--- config.mk ---
export PLATFORM = sky130hd
export DESIGN_NAME = log_sector_deframer_core
export DESIGN_NICKNAME = d
export VERILOG_FILES = /design/src/sv/ldf_pkg.sv /design/src/sv/ldf_queue.sv /design/src/sv/ldf_front.sv /design/src/sv/ldf_back.sv /design/src/sv/log_sector_deframer_core.sv
export SDC_FILE = /design/constraint.sdc
export NUM_CORES = 1
export LEC_CHECK = 0
export BUFFER_PORTS_ARGS = -buffer_cell sky130_fd_sc_hd__buf_4
export CAP_MARGIN = 40
export CELL_PAD_IN_SITES_DETAIL_PLACEMENT = 0
export CELL_PAD_IN_SITES_GLOBAL_PLACEMENT = 1
export CORE_UTILIZATION = 50
export DETAILED_ROUTE_END_ITERATION = 8
export GPL_ROUTABILITY_DRIVEN = 0
export PLACE_DENSITY = 0.88
export SLEW_MARGIN = 30
export SYNTH_ARGS = -nofsm -noshare
export SYNTH_HDL_FRONTEND = slang
export SYNTH_SLANG_ARGS = --single-unit
export TNS_END_PERCENT = 5
--- constraint.sdc ---
create_clock -name clk_i -period 9.45 [get_ports clk_i]
set_input_delay 0.945 -clock clk_i [delete_from_list [all_inputs] [get_ports clk_i]]
set_output_delay 0.945 -clock clk_i [all_outputs]
set_load 0.01 [all_outputs]
--- src/sv/ldf_pkg.sv ---
// Shared types, constants and the byte classifier of the log sector deframer.
// Used by every module of the block; depends on nothing.
package ldf_pkg;

  // Sector framing constants
  localparam int unsigned MaxSectorBytes = 4096;
  localparam int unsigned PreSkip        = 10;
  localparam int unsigned PostSkip       = 5;

  localparam int unsigned CountW = 13;
  localparam int unsigned SkipW  = 4;

  // Queue depths
  localparam int unsigned InDepth  = 4;
  localparam int unsigned InPtrW   = $clog2(InDepth);
  localparam int unsigned InCntW   = $clog2(InDepth + 1);
  localparam int unsigned OutDepth = 2;
  localparam int unsigned OutPtrW  = $clog2(OutDepth);
  localparam int unsigned OutCntW  = $clog2(OutDepth + 1);

  localparam logic [7:0] ChE = 8'h45;
  localparam logic [7:0] ChN = 8'h4E;
  localparam logic [7:0] ChD = 8'h44;

  localparam logic KindPayload = 1'b0;
  localparam logic KindDone    = 1'b1;

  // Class of one received byte with respect to the end marker
  typedef enum logic [1:0] {
    CLS_OTHER = 2'd0,
    CLS_E     = 2'd1,
    CLS_N     = 2'd2,
    CLS_D     = 2'd3
  } ldf_cls_e;

  // Deframer phase, one-hot
  typedef enum logic [2:0] {
    PH_DATA  = 3'b001,
    PH_TRAIL = 3'b010,
    PH_POST  = 3'b100
  } ldf_phase_e;

  typedef struct packed {
    logic [7:0] data;
    ldf_cls_e   cls;
  } ldf_item_t;

  typedef struct packed {
    logic      valid;
    ldf_item_t item;
  } ldf_qwr_t;

  typedef struct packed {
    logic full;
    logic empty;
  } ldf_qstat_t;

  typedef struct packed {
    logic              result_kind;
    logic [7:0]        payload_byte;
    logic [CountW-1:0] sector_length;
    logic              checksum_ok;
    logic              overflow;
  } ldf_result_t;

  function automatic ldf_cls_e classify(input logic [7:0] b);
    ldf_cls_e c;
    unique case (b)
      ChE:     c = CLS_E;
      ChN:     c = CLS_N;
      ChD:     c = CLS_D;
      default: c = CLS_OTHER;
    endcase
    return c;
  endfunction

endpackage

--- src/sv/ldf_queue.sv ---
// Short queue of classified bytes between the front and back parts.
// Depends on ldf_pkg for the item type and depth.
module ldf_queue (
  input  logic               clk_i,
  input  logic               rst_ni,
  input  ldf_pkg::ldf_qwr_t  wr_i,
  input  logic               rd_i,
  output ldf_pkg::ldf_qstat_t stat_o,
  output ldf_pkg::ldf_item_t head_o
);
  import ldf_pkg::*;

  ldf_item_t          mem_q [InDepth];
  logic [InPtrW-1:0]  wr_ptr_q, wr_ptr_d;
  logic [InPtrW-1:0]  rd_ptr_q, rd_ptr_d;
  logic [InCntW-1:0]  cnt_q, cnt_d;
  logic               do_wr, do_rd;

  assign stat_o.full  = (cnt_q == InCntW'(InDepth));
  assign stat_o.empty = (cnt_q == '0);
  assign head_o       = mem_q[rd_ptr_q];

  assign do_wr = wr_i.valid && !stat_o.full;
  assign do_rd = rd_i && !stat_o.empty;

  // Advance pointers and fill count
  always_comb begin
    wr_ptr_d = wr_ptr_q;
    rd_ptr_d = rd_ptr_q;
    cnt_d    = cnt_q;
    if (do_wr) begin
      wr_ptr_d = (wr_ptr_q == InPtrW'(InDepth - 1)) ? '0 : wr_ptr_q + 1'b1;
    end
    if (do_rd) begin
      rd_ptr_d = (rd_ptr_q == InPtrW'(InDepth - 1)) ? '0 : rd_ptr_q + 1'b1;
    end
    if (do_wr && !do_rd) begin
      cnt_d = cnt_q + 1'b1;
    end else if (!do_wr && do_rd) begin
      cnt_d = cnt_q - 1'b1;
    end
  end

  always_ff @(posedge clk_i or negedge rst_ni) begin
    if (!rst_ni) begin
      wr_ptr_q <= '0;
      rd_ptr_q <= '0;
      cnt_q    <= '0;
    end else begin
      wr_ptr_q <= wr_ptr_d;
      rd_ptr_q <= rd_ptr_d;
      cnt_q    <= cnt_d;
    end
  end

  // Store the written item
  always_ff @(posedge clk_i) begin
    if (do_wr) begin
      mem_q[wr_ptr_q] <= wr_i.item;
    end
  end

  a_cnt_bound: assert property (@(posedge clk_i) disable iff (!rst_ni)
    cnt_q <= InCntW'(InDepth))
    else $error("input queue count beyond depth");

  a_cnt_step: assert property (@(posedge clk_i) disable iff (!rst_ni)
    (do_wr && !do_rd) |=> (cnt_q == $past(cnt_q) + 1'b1))
    else $error("input queue count did not advance on write");

  a_ptr_gap: assert property (@(posedge clk_i) disable iff (!rst_ni)
    stat_o.empty |-> (wr_ptr_q == rd_ptr_q))
    else $error("input queue pointers differ while empty");

endmodule

--- src/sv/ldf_front.sv ---
// Front part: accepts received bytes and tags them with their end-marker class.
// Depends on ldf_pkg for the classifier and the queue write type.
module ldf_front (
  input  logic                push,
  input  logic [7:0]          rx_byte_i,
  input  ldf_pkg::ldf_qstat_t qstat_i,
  output logic                full,
  output ldf_pkg::ldf_qwr_t   wr_o
);
  import ldf_pkg::*;

  // Accept while the queue has room and classify the byte
  assign full           = qstat_i.full;
  assign wr_o.valid     = push && !qstat_i.full;
  assign wr_o.item.data = rx_byte_i;
  assign wr_o.item.cls  = classify(rx_byte_i);

endmodule

--- src/sv/ldf_back.sv ---
// Back part: runs the sector phase machine on queued bytes and buffers results.
// Depends on ldf_pkg for types, framing constants and depths.
module ldf_back (
  input  logic                clk_i,
  input  logic                rst_ni,
  input  ldf_pkg::ldf_qstat_t qstat_i,
  input  ldf_pkg::ldf_item_t  head_i,
  output logic                rd_o,
  input  logic                pop,
  output logic                empty,
  output ldf_pkg::ldf_result_t res_o
);
  import ldf_pkg::*;

  ldf_phase_e         phase_q, phase_d;
  logic [7:0]         prior_q, prior_d, older_q, older_d;
  ldf_cls_e           prior_cls_q, prior_cls_d, older_cls_q, older_cls_d;
  logic [7:0]         xor_q, xor_d;
  logic [CountW-1:0]  count_q, count_d;
  logic [SkipW-1:0]   skip_q, skip_d, skip_inc;
  logic               match_q, match_d, ovf_q, ovf_d;

  ldf_result_t        obuf_q [OutDepth];
  logic [OutPtrW-1:0] owr_q, ord_q;
  logic [OutCntW-1:0] ocnt_q, ocnt_d;

  logic               step, emit, done, do_pop, chk_match;
  ldf_result_t        res_new;

  assign step     = !qstat_i.empty && (ocnt_q != OutCntW'(OutDepth));
  assign rd_o     = step;
  assign skip_inc = skip_q + 1'b1;
  assign chk_match = (head_i.data == xor_q);

  // Phase machine: one queued byte per step
  always_comb begin
    phase_d     = phase_q;
    prior_d     = prior_q;
    older_d     = older_q;
    prior_cls_d = prior_cls_q;
    older_cls_d = older_cls_q;
    xor_d       = xor_q;
    count_d     = count_q;
    skip_d      = skip_q;
    match_d     = match_q;
    ovf_d       = ovf_q;
    emit        = 1'b0;
    done        = 1'b0;
    res_new     = '0;
    if (step) begin
      unique case (phase_q)
        PH_TRAIL: begin
          if (skip_q < SkipW'(PreSkip)) begin
            skip_d = skip_inc;
          end else begin
            match_d = chk_match;
            skip_d  = '0;
            phase_d = PH_POST;
            if (PostSkip == 0) begin
              done = 1'b1;
            end
          end
        end
        PH_POST: begin
          skip_d = skip_inc;
          if (skip_inc >= SkipW'(PostSkip)) begin
            done = 1'b1;
          end
        end
        default: begin
          if (skip_q >= SkipW'(2) && older_cls_q == CLS_E && prior_cls_q == CLS_N &&
              head_i.cls == CLS_D) begin
            // End marker: take E and N back out of the checksum
            xor_d   = xor_q ^ ChN ^ ChE;
            phase_d = PH_TRAIL;
            skip_d  = '0;
          end else begin
            if (skip_q >= SkipW'(2)) begin
              if (count_q >= CountW'(MaxSectorBytes)) begin
                ovf_d = 1'b1;
              end else begin
                emit                 = 1'b1;
                res_new.result_kind  = KindPayload;
                res_new.payload_byte = older_q;
                count_d              = count_q + 1'b1;
              end
            end else begin
              skip_d = skip_inc;
            end
            xor_d       = xor_q ^ head_i.data;
            older_d     = prior_q;
            older_cls_d = prior_cls_q;
            prior_d     = head_i.data;
            prior_cls_d = head_i.cls;
          end
        end
      endcase
      // Report the sector and clear for the next one
      if (done) begin
        emit                  = 1'b1;
        res_new.result_kind   = KindDone;
        res_new.sector_length = count_q;
        res_new.checksum_ok   = (phase_q == PH_TRAIL) ? chk_match : match_q;
        res_new.overflow      = ovf_q;
        phase_d     = PH_DATA;
        prior_d     = '0;
        older_d     = '0;
        prior_cls_d = CLS_OTHER;
        older_cls_d = CLS_OTHER;
        xor_d       = '0;
        count_d     = '0;
        skip_d      = '0;
        match_d     = 1'b0;
        ovf_d       = 1'b0;
      end
    end
  end

  always_ff @(posedge clk_i or negedge rst_ni) begin
    if (!rst_ni) begin
      phase_q     <= PH_DATA;
      prior_q     <= '0;
      older_q     <= '0;
      prior_cls_q <= CLS_OTHER;
      older_cls_q <= CLS_OTHER;
      xor_q       <= '0;
      count_q     <= '0;
      skip_q      <= '0;
      match_q     <= 1'b0;
      ovf_q       <= 1'b0;
    end else begin
      phase_q     <= phase_d;
      prior_q     <= prior_d;
      older_q     <= older_d;
      prior_cls_q <= prior_cls_d;
      older_cls_q <= older_cls_d;
      xor_q       <= xor_d;
      count_q     <= count_d;
      skip_q      <= skip_d;
      match_q     <= match_d;
      ovf_q       <= ovf_d;
    end
  end

  // Result buffer: hold results until popped
  assign empty  = (ocnt_q == '0);
  assign do_pop = pop && !empty;
  assign res_o  = obuf_q[ord_q];

  always_comb begin
    ocnt_d = ocnt_q;
    if (emit && !do_pop) begin
      ocnt_d = ocnt_q + 1'b1;
    end else if (!emit && do_pop) begin
      ocnt_d = ocnt_q - 1'b1;
    end
  end

  always_ff @(posedge clk_i or negedge rst_ni) begin
    if (!rst_ni) begin
      owr_q  <= '0;
      ord_q  <= '0;
      ocnt_q <= '0;
    end else begin
      ocnt_q <= ocnt_d;
      if (emit) begin
        owr_q <= (owr_q == OutPtrW'(OutDepth - 1)) ? '0 : owr_q + 1'b1;
      end
      if (do_pop) begin
        ord_q <= (ord_q == OutPtrW'(OutDepth - 1)) ? '0 : ord_q + 1'b1;
      end
    end
  end

  always_ff @(posedge clk_i) begin
    if (emit) begin
      obuf_q[owr_q] <= res_new;
    end
  end

  a_obuf_bound: assert property (@(posedge clk_i) disable iff (!rst_ni)
    ocnt_q <= OutCntW'(OutDepth))
    else $error("result buffer count beyond depth");

  a_hist_fill: assert property (@(posedge clk_i) disable iff (!rst_ni)
    (phase_q == PH_DATA) |-> (skip_q <= SkipW'(2)))
    else $error("history fill beyond two in data phase");

  a_count_sat: assert property (@(posedge clk_i) disable iff (!rst_ni)
    count_q <= CountW'(MaxSectorBytes))
    else $error("payload count beyond maximum");

  a_done_clear: assert property (@(posedge clk_i) disable iff (!rst_ni)
    done |=> (phase_q == PH_DATA && xor_q == '0 && count_q == '0 && !ovf_q))
    else $error("sector state not cleared after done");

endmodule

--- src/sv/log_sector_deframer_core.sv ---
// Top level of the log sector deframer: queue-style ports around front and back.
// Depends on ldf_pkg, ldf_front, ldf_queue and ldf_back.
//
// Push one received byte per cycle while full is low; results come out in
// order while empty is low and leave on pop. The phase machine in the back
// part takes one queued byte per cycle while the result buffer has room,
// needing only byte compares and one XOR. A byte passes the front into
// the four-entry byte queue, and its result, if any, is registered in the
// result buffer and shown on the result ports until it is popped;
// a payload byte is emitted for the byte two positions earlier in the stream.
// The two-entry result buffer lets bytes keep flowing while a result waits.
// When the sector ends (E, N, D, ten trailer bytes, the checksum byte and five
// more bytes), one done result carries the saturating payload length, the
// checksum match and the overflow flag, and the block is clean for the next
// sector. Reset clears all control state; no clearing pass is needed.
module log_sector_deframer_core (
  input  logic        clk_i,
  input  logic        rst_ni,
  input  logic        push,
  output logic        full,
  input  logic [7:0]  rx_byte_i,
  output logic        empty,
  input  logic        pop,
  output logic        result_kind_o,
  output logic [7:0]  payload_byte_o,
  output logic [12:0] sector_length_o,
  output logic        checksum_ok_o,
  output logic        overflow_o
);
  import ldf_pkg::*;

  ldf_qwr_t    qwr;
  ldf_qstat_t  qstat;
  ldf_item_t   qhead;
  logic        qrd;
  ldf_result_t res;

  ldf_front u_front (
    .push      (push),
    .rx_byte_i (rx_byte_i),
    .qstat_i   (qstat),
    .full      (full),
    .wr_o      (qwr)
  );

  ldf_queue u_queue (
    .clk_i  (clk_i),
    .rst_ni (rst_ni),
    .wr_i   (qwr),
    .rd_i   (qrd),
    .stat_o (qstat),
    .head_o (qhead)
  );

  ldf_back u_back (
    .clk_i   (clk_i),
    .rst_ni  (rst_ni),
    .qstat_i (qstat),
    .head_i  (qhead),
    .rd_o    (qrd),
    .pop     (pop),
    .empty   (empty),
    .res_o   (res)
  );

  // Drive the result fields
  assign result_kind_o   = res.result_kind;
  assign payload_byte_o  = res.payload_byte;
  assign sector_length_o = res.sector_length;
  assign checksum_ok_o   = res.checksum_ok;
  assign overflow_o      = res.overflow;

endmodule

-- Word-level counts from Yosys, hierarchy flattened
Memory sizes are Yosys's and may differ from the RTL's.
Cells that the tools add are included.
- bits in registers: 61
- bits in writable memories: 88
- bits of input ports: 12
- output and inout port bits: 26
- logic and storage cells: 158
- memories: 2
- $add $sub $neg: 10
- order comparisons: 4
- equal/unequal tests: 20
- muxes and demuxes: 67
- bitwise gates (word level): 3
- reduce and logical (&&, ||, !) cells: 35
- memories (memory ; words ; width ; read ports ; clocked after Yosys merged registers in ; write ports ; RTL line ; RTL):
    u_back.obuf_q ; 2 ; 24 ; 1 ; 0 ; 1 ; ldf_back.sv:23 ; ldf_result_t obuf_q [OutDepth];
    u_queue.mem_q ; 4 ; 10 ; 1 ; 0 ; 1 ; ldf_queue.sv:13 ; ldf_item_t mem_q [InDepth];
- operators with widths (operator ; count):
    two-way mux 8 bit ; 10
    two-way mux 13 bit ; 5
    two-way mux 9 bit ; 3
    two-way mux 1 bit ; 25
    equality test 8 x 7 -> 1 bit, second input constant ; 3
    two-way mux 24 bit ; 1
    two-way mux 2 bit ; 10
    two-way mux 4 bit ; 4
    two-way mux 15 bit ; 1
    two-way mux 3 bit ; 5
    adder 13 x 1 -> 13 bit, second input constant ; 1
    >= comparator 13 bit, second input constant ; 1
    logical AND 1 bit ; 12
    AND reduction 5 bit ; 2
    nonzero test 2 bit ; 5
    equality test 2 bit, second input constant ; 4
    equality test 8 bit ; 1
    != test 2 bit, second input constant ; 4
    case mux 4 bit (2 select lines) ; 1
    XOR 8 bit ; 1
    logical NOT 1 bit ; 7
    adder 2 x 1 -> 2 bit, second input constant ; 3
    equality test 3 bit, second input constant ; 2
    case mux 2 bit (3 select lines) ; 1
    23 further kinds ; 27

-- Logic depth before layout (Yosys ltp)
Gate-level depths: netlist of run 1.
- word-level depth: 12
- gate-level depth with buffers: 10
- mapped depth without buffers: 9

-- By module
A second synthesis of run 1 with hierarchy kept.
- cells, all modules: 490
- area, all modules: 6675.2 µm²
- modules (own cells, without submodules) (module ; times used ; cells each ; area an instance (µm²) ; seq. area each (µm²)):
    ldf_back ; 1 ; 386 ; 4642.0 ; 2793.9
    ldf_queue ; 1 ; 89 ; 1908.1 ; 1376.3
    ldf_front ; 1 ; 15 ; 125.1 ; 0.0

-- Least setup slack after synthesis of run 1
Ideal clock, no wire load.
- path kind: reg-to-reg
- start: register u_back.skip_q[0]
- end: memory u_back.obuf_q[0][0] in the netlist's numbering (enable)
- setup time: 0.408 ns
- arrival time: 2.750 ns
- required time: 9.042 ns
- setup slack: 6.293 ns
- cell stages (with the launch flop): 8
- path buffers: 1
- clock period less this slack: 3.157 ns
- cell sequence: dfrtp_1 > ha_1 > xor2_1 > o21ai_0 > a211oi_4 > or2_1 > buf_6 > nor2b_1
- cells in the longest elaborated chain, start to end: 10
- elaborated cells on any way between the ends: 16
- classes of those cells: 1 x add/sub; 2 x order compare; 10 x mux; 3 x reduce/logical
- ends and longest elaborated chain (what ; RTL line ; RTL):
    from (decl) ; ldf_back.sv:20 ; logic [SkipW-1:0] skip_q, skip_d, skip_inc;
    from (signal assigned) ; ldf_back.sv:139 ; skip_q <= skip_d;
    parallel branches: the longest is 6 deep, another holds adder 4 x 1 -> 4 bit ; n/a ;
    two-way mux 1 bit (*) ; ldf_back.sv:99 ; if (done) begin
    two-way mux 1 bit (*) ; ldf_back.sv:50 ; if (step) begin
    named net u_back.emit ; ldf_back.sv:27 ; logic step, emit, done, do_pop, chk_match;
    two-way mux 1 bit (*) ; ldf_back.sv:176 ; if (emit) begin
    two-way mux 1 bit (implied by the code) (*) ; ldf_back.sv:177 ; obuf_q[owr_q] <= res_new;
    to (decl) ; ldf_back.sv:23 ;
Mark *: on every way through the listed nets, which the timed path passes. The select of a mux whose other input is x is not followed.

-- Final worst setup path of run 1
- start: register u_queue.rd_ptr_q[1]
- end: memory u_back.obuf_q[0][15] in the netlist's numbering (enable)
- cells in the longest elaborated chain, start to end: 9
- ends and longest elaborated chain (what ; RTL line ; RTL):
    from (decl) ; ldf_queue.sv:15 ; logic [InPtrW-1:0] rd_ptr_q, rd_ptr_d;
    from (signal assigned) ; ldf_queue.sv:51 ; rd_ptr_q <= rd_ptr_d;
    memory (4 x 10 bit) ; n/a ;
    equality test 2 bit ; ldf_back.sv:72 ; head_i.cls == CLS_D) begin
    logical AND 1 bit ; ldf_back.sv:71 ; if (skip_q >= SkipW'(2) && older_cls_q == CLS_E && prior_cls_q == CLS_N &&
    two-way mux 1 bit ; ldf_back.sv:71 ;
    two-way mux 1 bit ; ldf_back.sv:51 ; unique case (phase_q)
    two-way mux 1 bit ; ldf_back.sv:99 ;
    two-way mux 1 bit ; ldf_back.sv:50 ;
    two-way mux 1 bit ; ldf_back.sv:176 ;
    two-way mux 1 bit (implied by the code) ; ldf_back.sv:177 ;
No other way between the ends.

==> impl_metrics.json, run 1 <==
{
  "hold_slack_ns": 0.439,
  "ys_seq_area_share_pct": 63.9,
  "reg2reg_setup_slack_ns": 6.33,
  "cts_tree": "done",
  "pre_cts_ws_ns": 6.28,
  "synth_compound_area_share_pct": 8.65,
  "worst_pin_slew_ns": 0.718,
  "io_pins": 38,
  "layout.nets": 538,
  "synth.distinct_cells": 57,
  "clock_skew_ns": 0.0101,
  "synthesis.instances": 472,
  "ctsLongestPathBuffers": 2,
  "cpLargestDelayFamily": "simple AND/OR/NAND/NOR gates",
  "max-slew-margin-rel_pct": 52.1,
  "synth_area_leader_cell": "edfxtp_1",
  "final_area_um2": 7540,
  "yosysTopAreaCellShare_pct": 40.5,
  "cpPeakStageDelay_ns": 0.81,
  "ant_nets": 0,
  "dp.final_hpwl_um": 7100,
  "drt_iter0_markers": 302,
  "synth_top_family_by_area": "simple AND/OR/NAND/NOR gates",
  "synth-xor-area-share_pct": 3.89,
  "grt_max_degree": 62,
  "diodes": 0,
  "cts_hold_buf": 0,
  "std_cell_rows": 41,
  "synth-async-reset-ratio_pct": 40.9,
  "synth_mux_area_share_pct": 8.67,
  "fin_crit_sh_pct": 33.0,
  "critPathKind": "register to register",
  "setup_tns_ns": 0,
  "slew_viol_final": 0,
  "synth_edf_count": 88,
  "synthesis.nets": 497,
  "avgRoutedWirePerCell_um": 15.6,
  "yosys_warnings": 0,
  "area_growth_syn_to_layout_pct": 15.6,
  "grt_overflow_total": 0,
  "synthAdderAreaFrac_pct": 2.61,
  "grt.total_usage_pct": 18.2,
  "grt_util_met1_pct": 22.3,
  "yosys_register_bits": 149,
  "start_util_pct": 51.5,
  "synth.area.top_cells": "edfxtp_1 40%, dfrtp_1 23%, mux2_2 4.8%",
  "final_common_cell": "edfxtp_1",
  "clkLatencyLatePin_ns": 0.43,
  "end_kind": "register",
  "post_cts_buffers": 0,
  "die_h_um": 116,
  "cp_cell_sequence": "mux4_2 > o211a_1 > or2_1 > nor2b_4",
  "dr_total_vias": 3723,
  "hold_class": "input pin to async pin",
  "syn-cell-area_um2": 6530,
  "placed_area_um2": 6940,
  "finalHoldViolCount": 0,
  "postLayoutSetupSlackWorst_ns": 6.33,
  "grt_pass1_wl_um": 18000,
  "max-cap-violations": 0,
  "viasPerCell": 5.33,
  "startpoint_type": "register",
  "layout_common_cells": "88 x edfxtp_1, 59 x dfrtp_1, 39 x buf_4",
  "leakagePower_nw": 3.04,
  "grt_use_met3_pct": 5.29,
  "p_per_area_nw_per_um2": 389,
  "drive_gt1_share_pct": 22.2,
  "cp_num_buf_inv": 0,
  "final-setup-viol-count": 0,
  "htree_levels": 4,
  "cts_sinks": 149,
  "cts_root_buf": "clkbuf_16",
  "grt_pass1_vias": 3692,
  "cts_buffers": 17,
  "avgSynthCellArea_um2": 13.8,
  "grt_antenna_before_repair": 0,
  "routed_wl_um": 10900,
  "cts-resized-gates": 0,
  "synth-main-ff-cell": "edfxtp_1",
  "drt_pass1_iterations": 7,
  "rsz0062_at_grt": "false",
  "slowest_stage": "dfrtp_1",
  "grt_use_met2_pct": 29.6,
  "max_freq_mhz": 321,
  "clk_pin_slew_worst_paths_ns": 0.06,
  "outcome": "finished, final reports clean",
  "route.detailed.drc": 0,
  "required_ns": 9.50,
  "port_buffers": 37,
  "cp_max_fo": 24,
  "period_needed_ns": 3.12,
  "critPathArrivalTime_ns": 3.17,
  "yosys.area_share.simple_pct": 10.1,
  "core_um2": 12700,
  "busiest_layer": "met2",
  "irDropWorstVdd_mv": 0.202,
  "dieWidth_um": 116,
  "die_area_um2": 13500
}
==> routing by layer <==
| metal | vias up | wire length (µm) |
|---|---|---|
| met5 | - | 0 |
| met4 | 0 | 203 |
| met3 | 16 | 417 |
| met2 | 73 | 5280 |
| met1 | 1832 | 4990 |
| li1 | 1802 | - |
==> through the flow <==
step	std cells	utilization, %	power, mW
2_1_floorplan	472	-	1.99
6_report	698	59.5	2.93
5_1_grt	698	59.5	3.14
3_3_place_gp	665	54.8	2.25
4_1_cts	697	59.4	2.97
3_5_place_dp	665	54.8	2.30
==> worst paths after layout <==
| path | startpoint | endpoint | depth (start not counted) |
|---|---|---|---|
| worst max-delay path | u_queue.rd_ptr_q[1]$_DFFE_PN0P_ | u_back.obuf_q[0][15]$_DFFE_PP_ | 4 |
| worst min-delay path | rst_ni | u_queue.rd_ptr_q[1]$_DFFE_PN0P_ | 1 |
| worst max register to register | u_queue.rd_ptr_q[1]$_DFFE_PN0P_ | u_back.obuf_q[0][15]$_DFFE_PP_ | 4 |
| worst min register to register | u_back.prior_q[7]$_DFFE_PN0P_ | u_back.prior_q[7]$_DFFE_PN0P_ | 2 |
| max in group asynchronous | rst_ni | u_back.phase_q[0]$_DFFE_PN1P_ | 2 |
| min in group clk_i | u_back.prior_q[7]$_DFFE_PN0P_ | u_back.prior_q[7]$_DFFE_PN0P_ | 2 |
==> sequential cells by signal (all words and copies together) (netlist names) <==
name,count
u_back.obuf_q,48
u_queue.mem_q,40
u_back.count_q,13
u_back.older_q,8
u_back.prior_q,8
u_back.xor_q,8
u_back.skip_q,4
u_back.phase_q,3
u_queue.cnt_q,3
u_back.ocnt_q,2
u_back.older_cls_q,2
u_back.prior_cls_q,2
u_queue.rd_ptr_q,2
u_queue.wr_ptr_q,2
u_back.match_q,1
u_back.ord_q,1
u_back.ovf_q,1
u_back.owr_q,1
==> cell type report <==
| class | instances | area [µm²] |
|---|---|---|
| clock inverter | 10 | 133 |
| sequential | 149 | 4170 |
| tap | 172 | 215 |
| multi-input combinational | 294 | 2220 |
| fill | 998 | 5130 |
| timing repair buffer | 40 | 313 |
| inverter | 11 | 41.3 |
| clock buffer | 22 | 444 |
==> Yosys cell counts (3+ instances only) <==
cell type,number
nor2_1,34
mux2i_1,7
a21o_1,8
a22o_1,15
buf_6,4
xnor2_1,6
o21ai_0,20
nor4_1,3
inv_1,10
buf_2,3
or2_2,3
a21oi_1,9
nand2_1,31
o21a_1,3
mux4_2,8
dfrtp_1,60
clkbuf_1,10
nor2b_1,3
nand2b_1,4
nand3_1,4
o21ai_1,3
ha_1,12
edfxtp_1,88
and3_1,4
nor3_1,7
mux2_2,28
and2_1,27
xor2_1,23
==> logic make-up after synthesis <==
logic type,Yosys count
DFF,149
and+or+nand+nor,131
AOI/OAI and AO/OA,78
muxes,43
xor gates and xnor gates,29
buffers and inverters,29
adders and majority gates,13
==> power by group <==
part / internal, mW / total [mW] / switching (mW)
Sequential: 0.996 / 1.17 / 0.173
Combinational: 0.512 / 1.11 / 0.597
Clock: 0.413 / 0.655 / 0.242
Total: 1.92 / 2.93 / 1.01
No activity file was read; power rests on OpenSTA's default activity.
==> run 2, diff against run 1 <==
- ABC_AREA: default -> 1
- CORE_UTILIZATION: 50 -> 43
- PLACE_DENSITY: 0.88 -> 0.85
- clock period: 9.45 -> 2.6 ns (I/O delays scaled with it)
==> run 2 against run 1 <==
  * Sequential share of layout area shrank 3.8 points
  * Non-clock buffer count grew 12
  * Flip-flop and latch count is the same
  * Cell count grew 41%
  * Wire length grew 17%
  * Via count grew 24%
  * Setup slack lost 6.1 ns
  * Critical path type unchanged
  * Highest routed layer unchanged
==> impl_metrics.json, run 2 <==
{
  "yosys_register_bits": 149,
  "final_common_cell": "nand2_1",
  "synth-xor-area-share_pct": 2.02,
  "drt_pass1_iterations": 4,
  "synth.area.top_cells": "edfxtp_1 38%, dfrtp_1 22%, nand2_1 12%",
  "route.detailed.drc": 0,
  "drive_gt1_share_pct": 18.8,
  "p_per_area_nw_per_um2": 1320,
  "startpoint_type": "register",
  "synth_area_leader_cell": "edfxtp_1",
  "leakagePower_nw": 3.54,
  "viasPerCell": 4.71,
  "core_um2": 15800,
  "outcome": "finished, final reports clean",
  "pre_cts_ws_ns": 0.282,
  "synthesis.instances": 700,
  "grt_overflow_total": 0,
  "total_power_mw": 10.7,
  "area_growth_syn_to_layout_pct": 16.7,
  "drt_iter0_markers": 260,
  "clock_skew_ns": 0.00783,
  "synth_compound_area_share_pct": 5.93,
  "grt_antenna_before_repair": 0,
  "seqPwrFrac_pct": 35.7,
  "avgSynthCellArea_um2": 9.92,
  "max-cap-violations": 0,
  "fin_crit_sh_pct": 91.3,
  "syn-cell-area_um2": 6940,
  "clkPwrFrac_pct": 22.9,
  "hold_slack_ns": 0.0421,
  "top_regs": "u_back.obuf_q: 48 flops, u_queue.mem_q: 40 flops, u_back.count_q: 13 flops",
  "synth_common_cells": "215 x nand2_1, 88 x edfxtp_1, 70 x nor2_1",
  "fillers": 1390,
  "cts_sinks": 149,
  "period_needed_ns": 2.37,
  "routed_wl_um": 12800,
  "yosys.area_share.simple_pct": 23.6,
  "clkLatencyLatePin_ns": 0.42,
  "max_freq_mhz": 421,
  "htree_levels": 4,
  "grt_pass1_wl_um": 21600,
  "grt_max_degree": 62,
  "cts_root_buf": "clkbuf_16",
  "synth-async-reset-ratio_pct": 40.9,
  "synthesis.nets": 725,
  "p_int_mw": 6.50,
  "diodes": 0,
  "yosysTopAreaCellShare_pct": 38.1,
  "avgRoutedWirePerCell_um": 13.0,
  "yosys_warnings": 0,
  "dr_total_vias": 4620,
  "cp_max_fo": 10,
  "setup_tns_ns": 0,
  "port_buffers": 37,
  "dp.cells": 947,
  "ant_nets": 0,
  "rsz0062_at_grt": "false",
  "largest_reg_flops": 48,
  "switching_share_pct": 39.1,
  "p_sw_mw": 4.18,
  "max-slew-margin-rel_pct": 55.3,
  "synth.distinct_cells": 39,
  "synthAdderAreaFrac_pct": 2.45,
  "top_register": "u_back.obuf_q",
  "ys_seq_area_share_pct": 60.1,
  "end_kind": "register",
  "postLayoutSetupSlackWorst_ns": 0.226,
  "final-setup-viol-count": 0,
  "critPathArrivalTime_ns": 2.66,
  "slew_viol_final": 0,
  "synth.most_common_cell": "nand2_1",
  "worst_pin_slew_ns": 0.669,
  "cts_tree": "done",
  "finalHoldViolCount": 0,
  "io_pins": 38,
  "grt_pass1_vias": 4516,
  "die_area_um2": 16700,
  "die_h_um": 129,
  "synth_edf_count": 88,
  "ctsLongestPathBuffers": 2,
  "clk_pin_slew_worst_paths_ns": 0.06,
  "fin_util_pct": 51.2,
  "std_cell_rows": 46,
  "layout_common_cells": "215 x nand2_1, 88 x edfxtp_1, 70 x nor2_1",
  "required_ns": 2.89,
  "placed_area_um2": 7470,
  "grt.total_usage_pct": 17.0,
  "dp.final_hpwl_um": 8980,
  "comb_power_share_pct": 41.5,
  "synth-main-ff-cell": "edfxtp_1",
  "final_area_um2": 8100,
  "irDropWorstVdd_mv": 0.787,
  "critPathKind": "register to register",
  "start_util_pct": 43.9,
  "hold_class": "input pin to register",
  "layout.cells.non_filler": 981,
  "synth_mux_area_share_pct": 0.162,
  "cts_buffers": 17,
  "layout.nets": 777,
  "synth_top_family_by_area": "simple AND/OR/NAND/NOR gates",
  "dieWidth_um": 129,
  "post_cts_buffers": 0
}
-- run 2: routing by layer --
metal	up-vias	wire [µm]	global-route usage, %
met4	0	148	6.64
met3	16	391	4.21
met2	77	6290	28.6
met1	2159	5950	21.2
met5	-	0	0
li1	2368	-	-
-- run 2: final timing paths --
path | start | end | cells after the start | slack, ns
max in group asynchronous | rst_ni | u_back.phase_q[0]$_DFFE_PN1P_ | 3 | 1.83
hold / removal | rx_byte_i[2] | u_queue.mem_q[3][4]$_DFFE_PP_ | 1 | 0.04
hold reg to reg | u_back.prior_q[3]$_DFFE_PN0P_ | u_back.prior_q[3]$_DFFE_PN0P_ | 2 | 0.48
min in group asynchronous | rst_ni | u_back.count_q[7]$_DFFE_PN0P_ | 2 | 0.23
setup reg to reg | u_back.skip_q[0]$_DFFE_PN0P_ | u_back.ocnt_q[1]$_DFFE_PN0P_ | 12 | 0.23
setup / recovery | u_back.skip_q[0]$_DFFE_PN0P_ | u_back.ocnt_q[1]$_DFFE_PN0P_ | 12 | 0.23
-- run 2: power groups by stage --
stage	clock network [mW]	registers (mW)	logic, mW
after detailed placement	0	3.85	4.45
after global routing	2.58	3.90	5.03
after floorplan	0	3.76	3.37
final	2.44	3.81	4.43
after global placement	0	3.81	4.32
after CTS	2.47	3.81	4.48
-- run 2: cells by family (layout without fill, tap and decap cells) --
logic type                 Yosys count  count (layout)
and+or+nand+nor                    370             370
DFF                                149             149
buffers and inverters               88             153
AOI/OAI and AO/OA                   63              63
xor gates and xnor gates            16              16
adders and majority gates           13              13
muxes                                1               1
-- run 2: cell type report --
type                       instances  area, µm²  area share (%)
clock buffer                      22        454            5.61
clock inverter                    10        133            1.64
inverter                          69        268            3.31
multi-input combinational        463       2380            29.4
sequential                       149       4170            51.5
tap                              216        270            3.34
timing repair buffer              52        425            5.25
-- run 2: critical path, cell delays in order, from the launching register on --
cell,delay (ns)
dfrtp_1,0.43
ha_1,0.23
or2_1,0.23
nand3_2,0.09
nand2_2,0.09
nand2_8,0.12
inv_6,0.07
nand2_4,0.13
nand2_4,0.07
ha_1,0.30
a21oi_1,0.15
o21ai_0,0.15
xor2_1,0.17
-- run 2: what timing repair did --
item / 4_1_cts / 5_1_grt
hold endpoints to repair: 60 / 0
hold buffers: 1 / 0
endpoints found under the setup margin: 0 / 1
resized for setup: 0 / 1
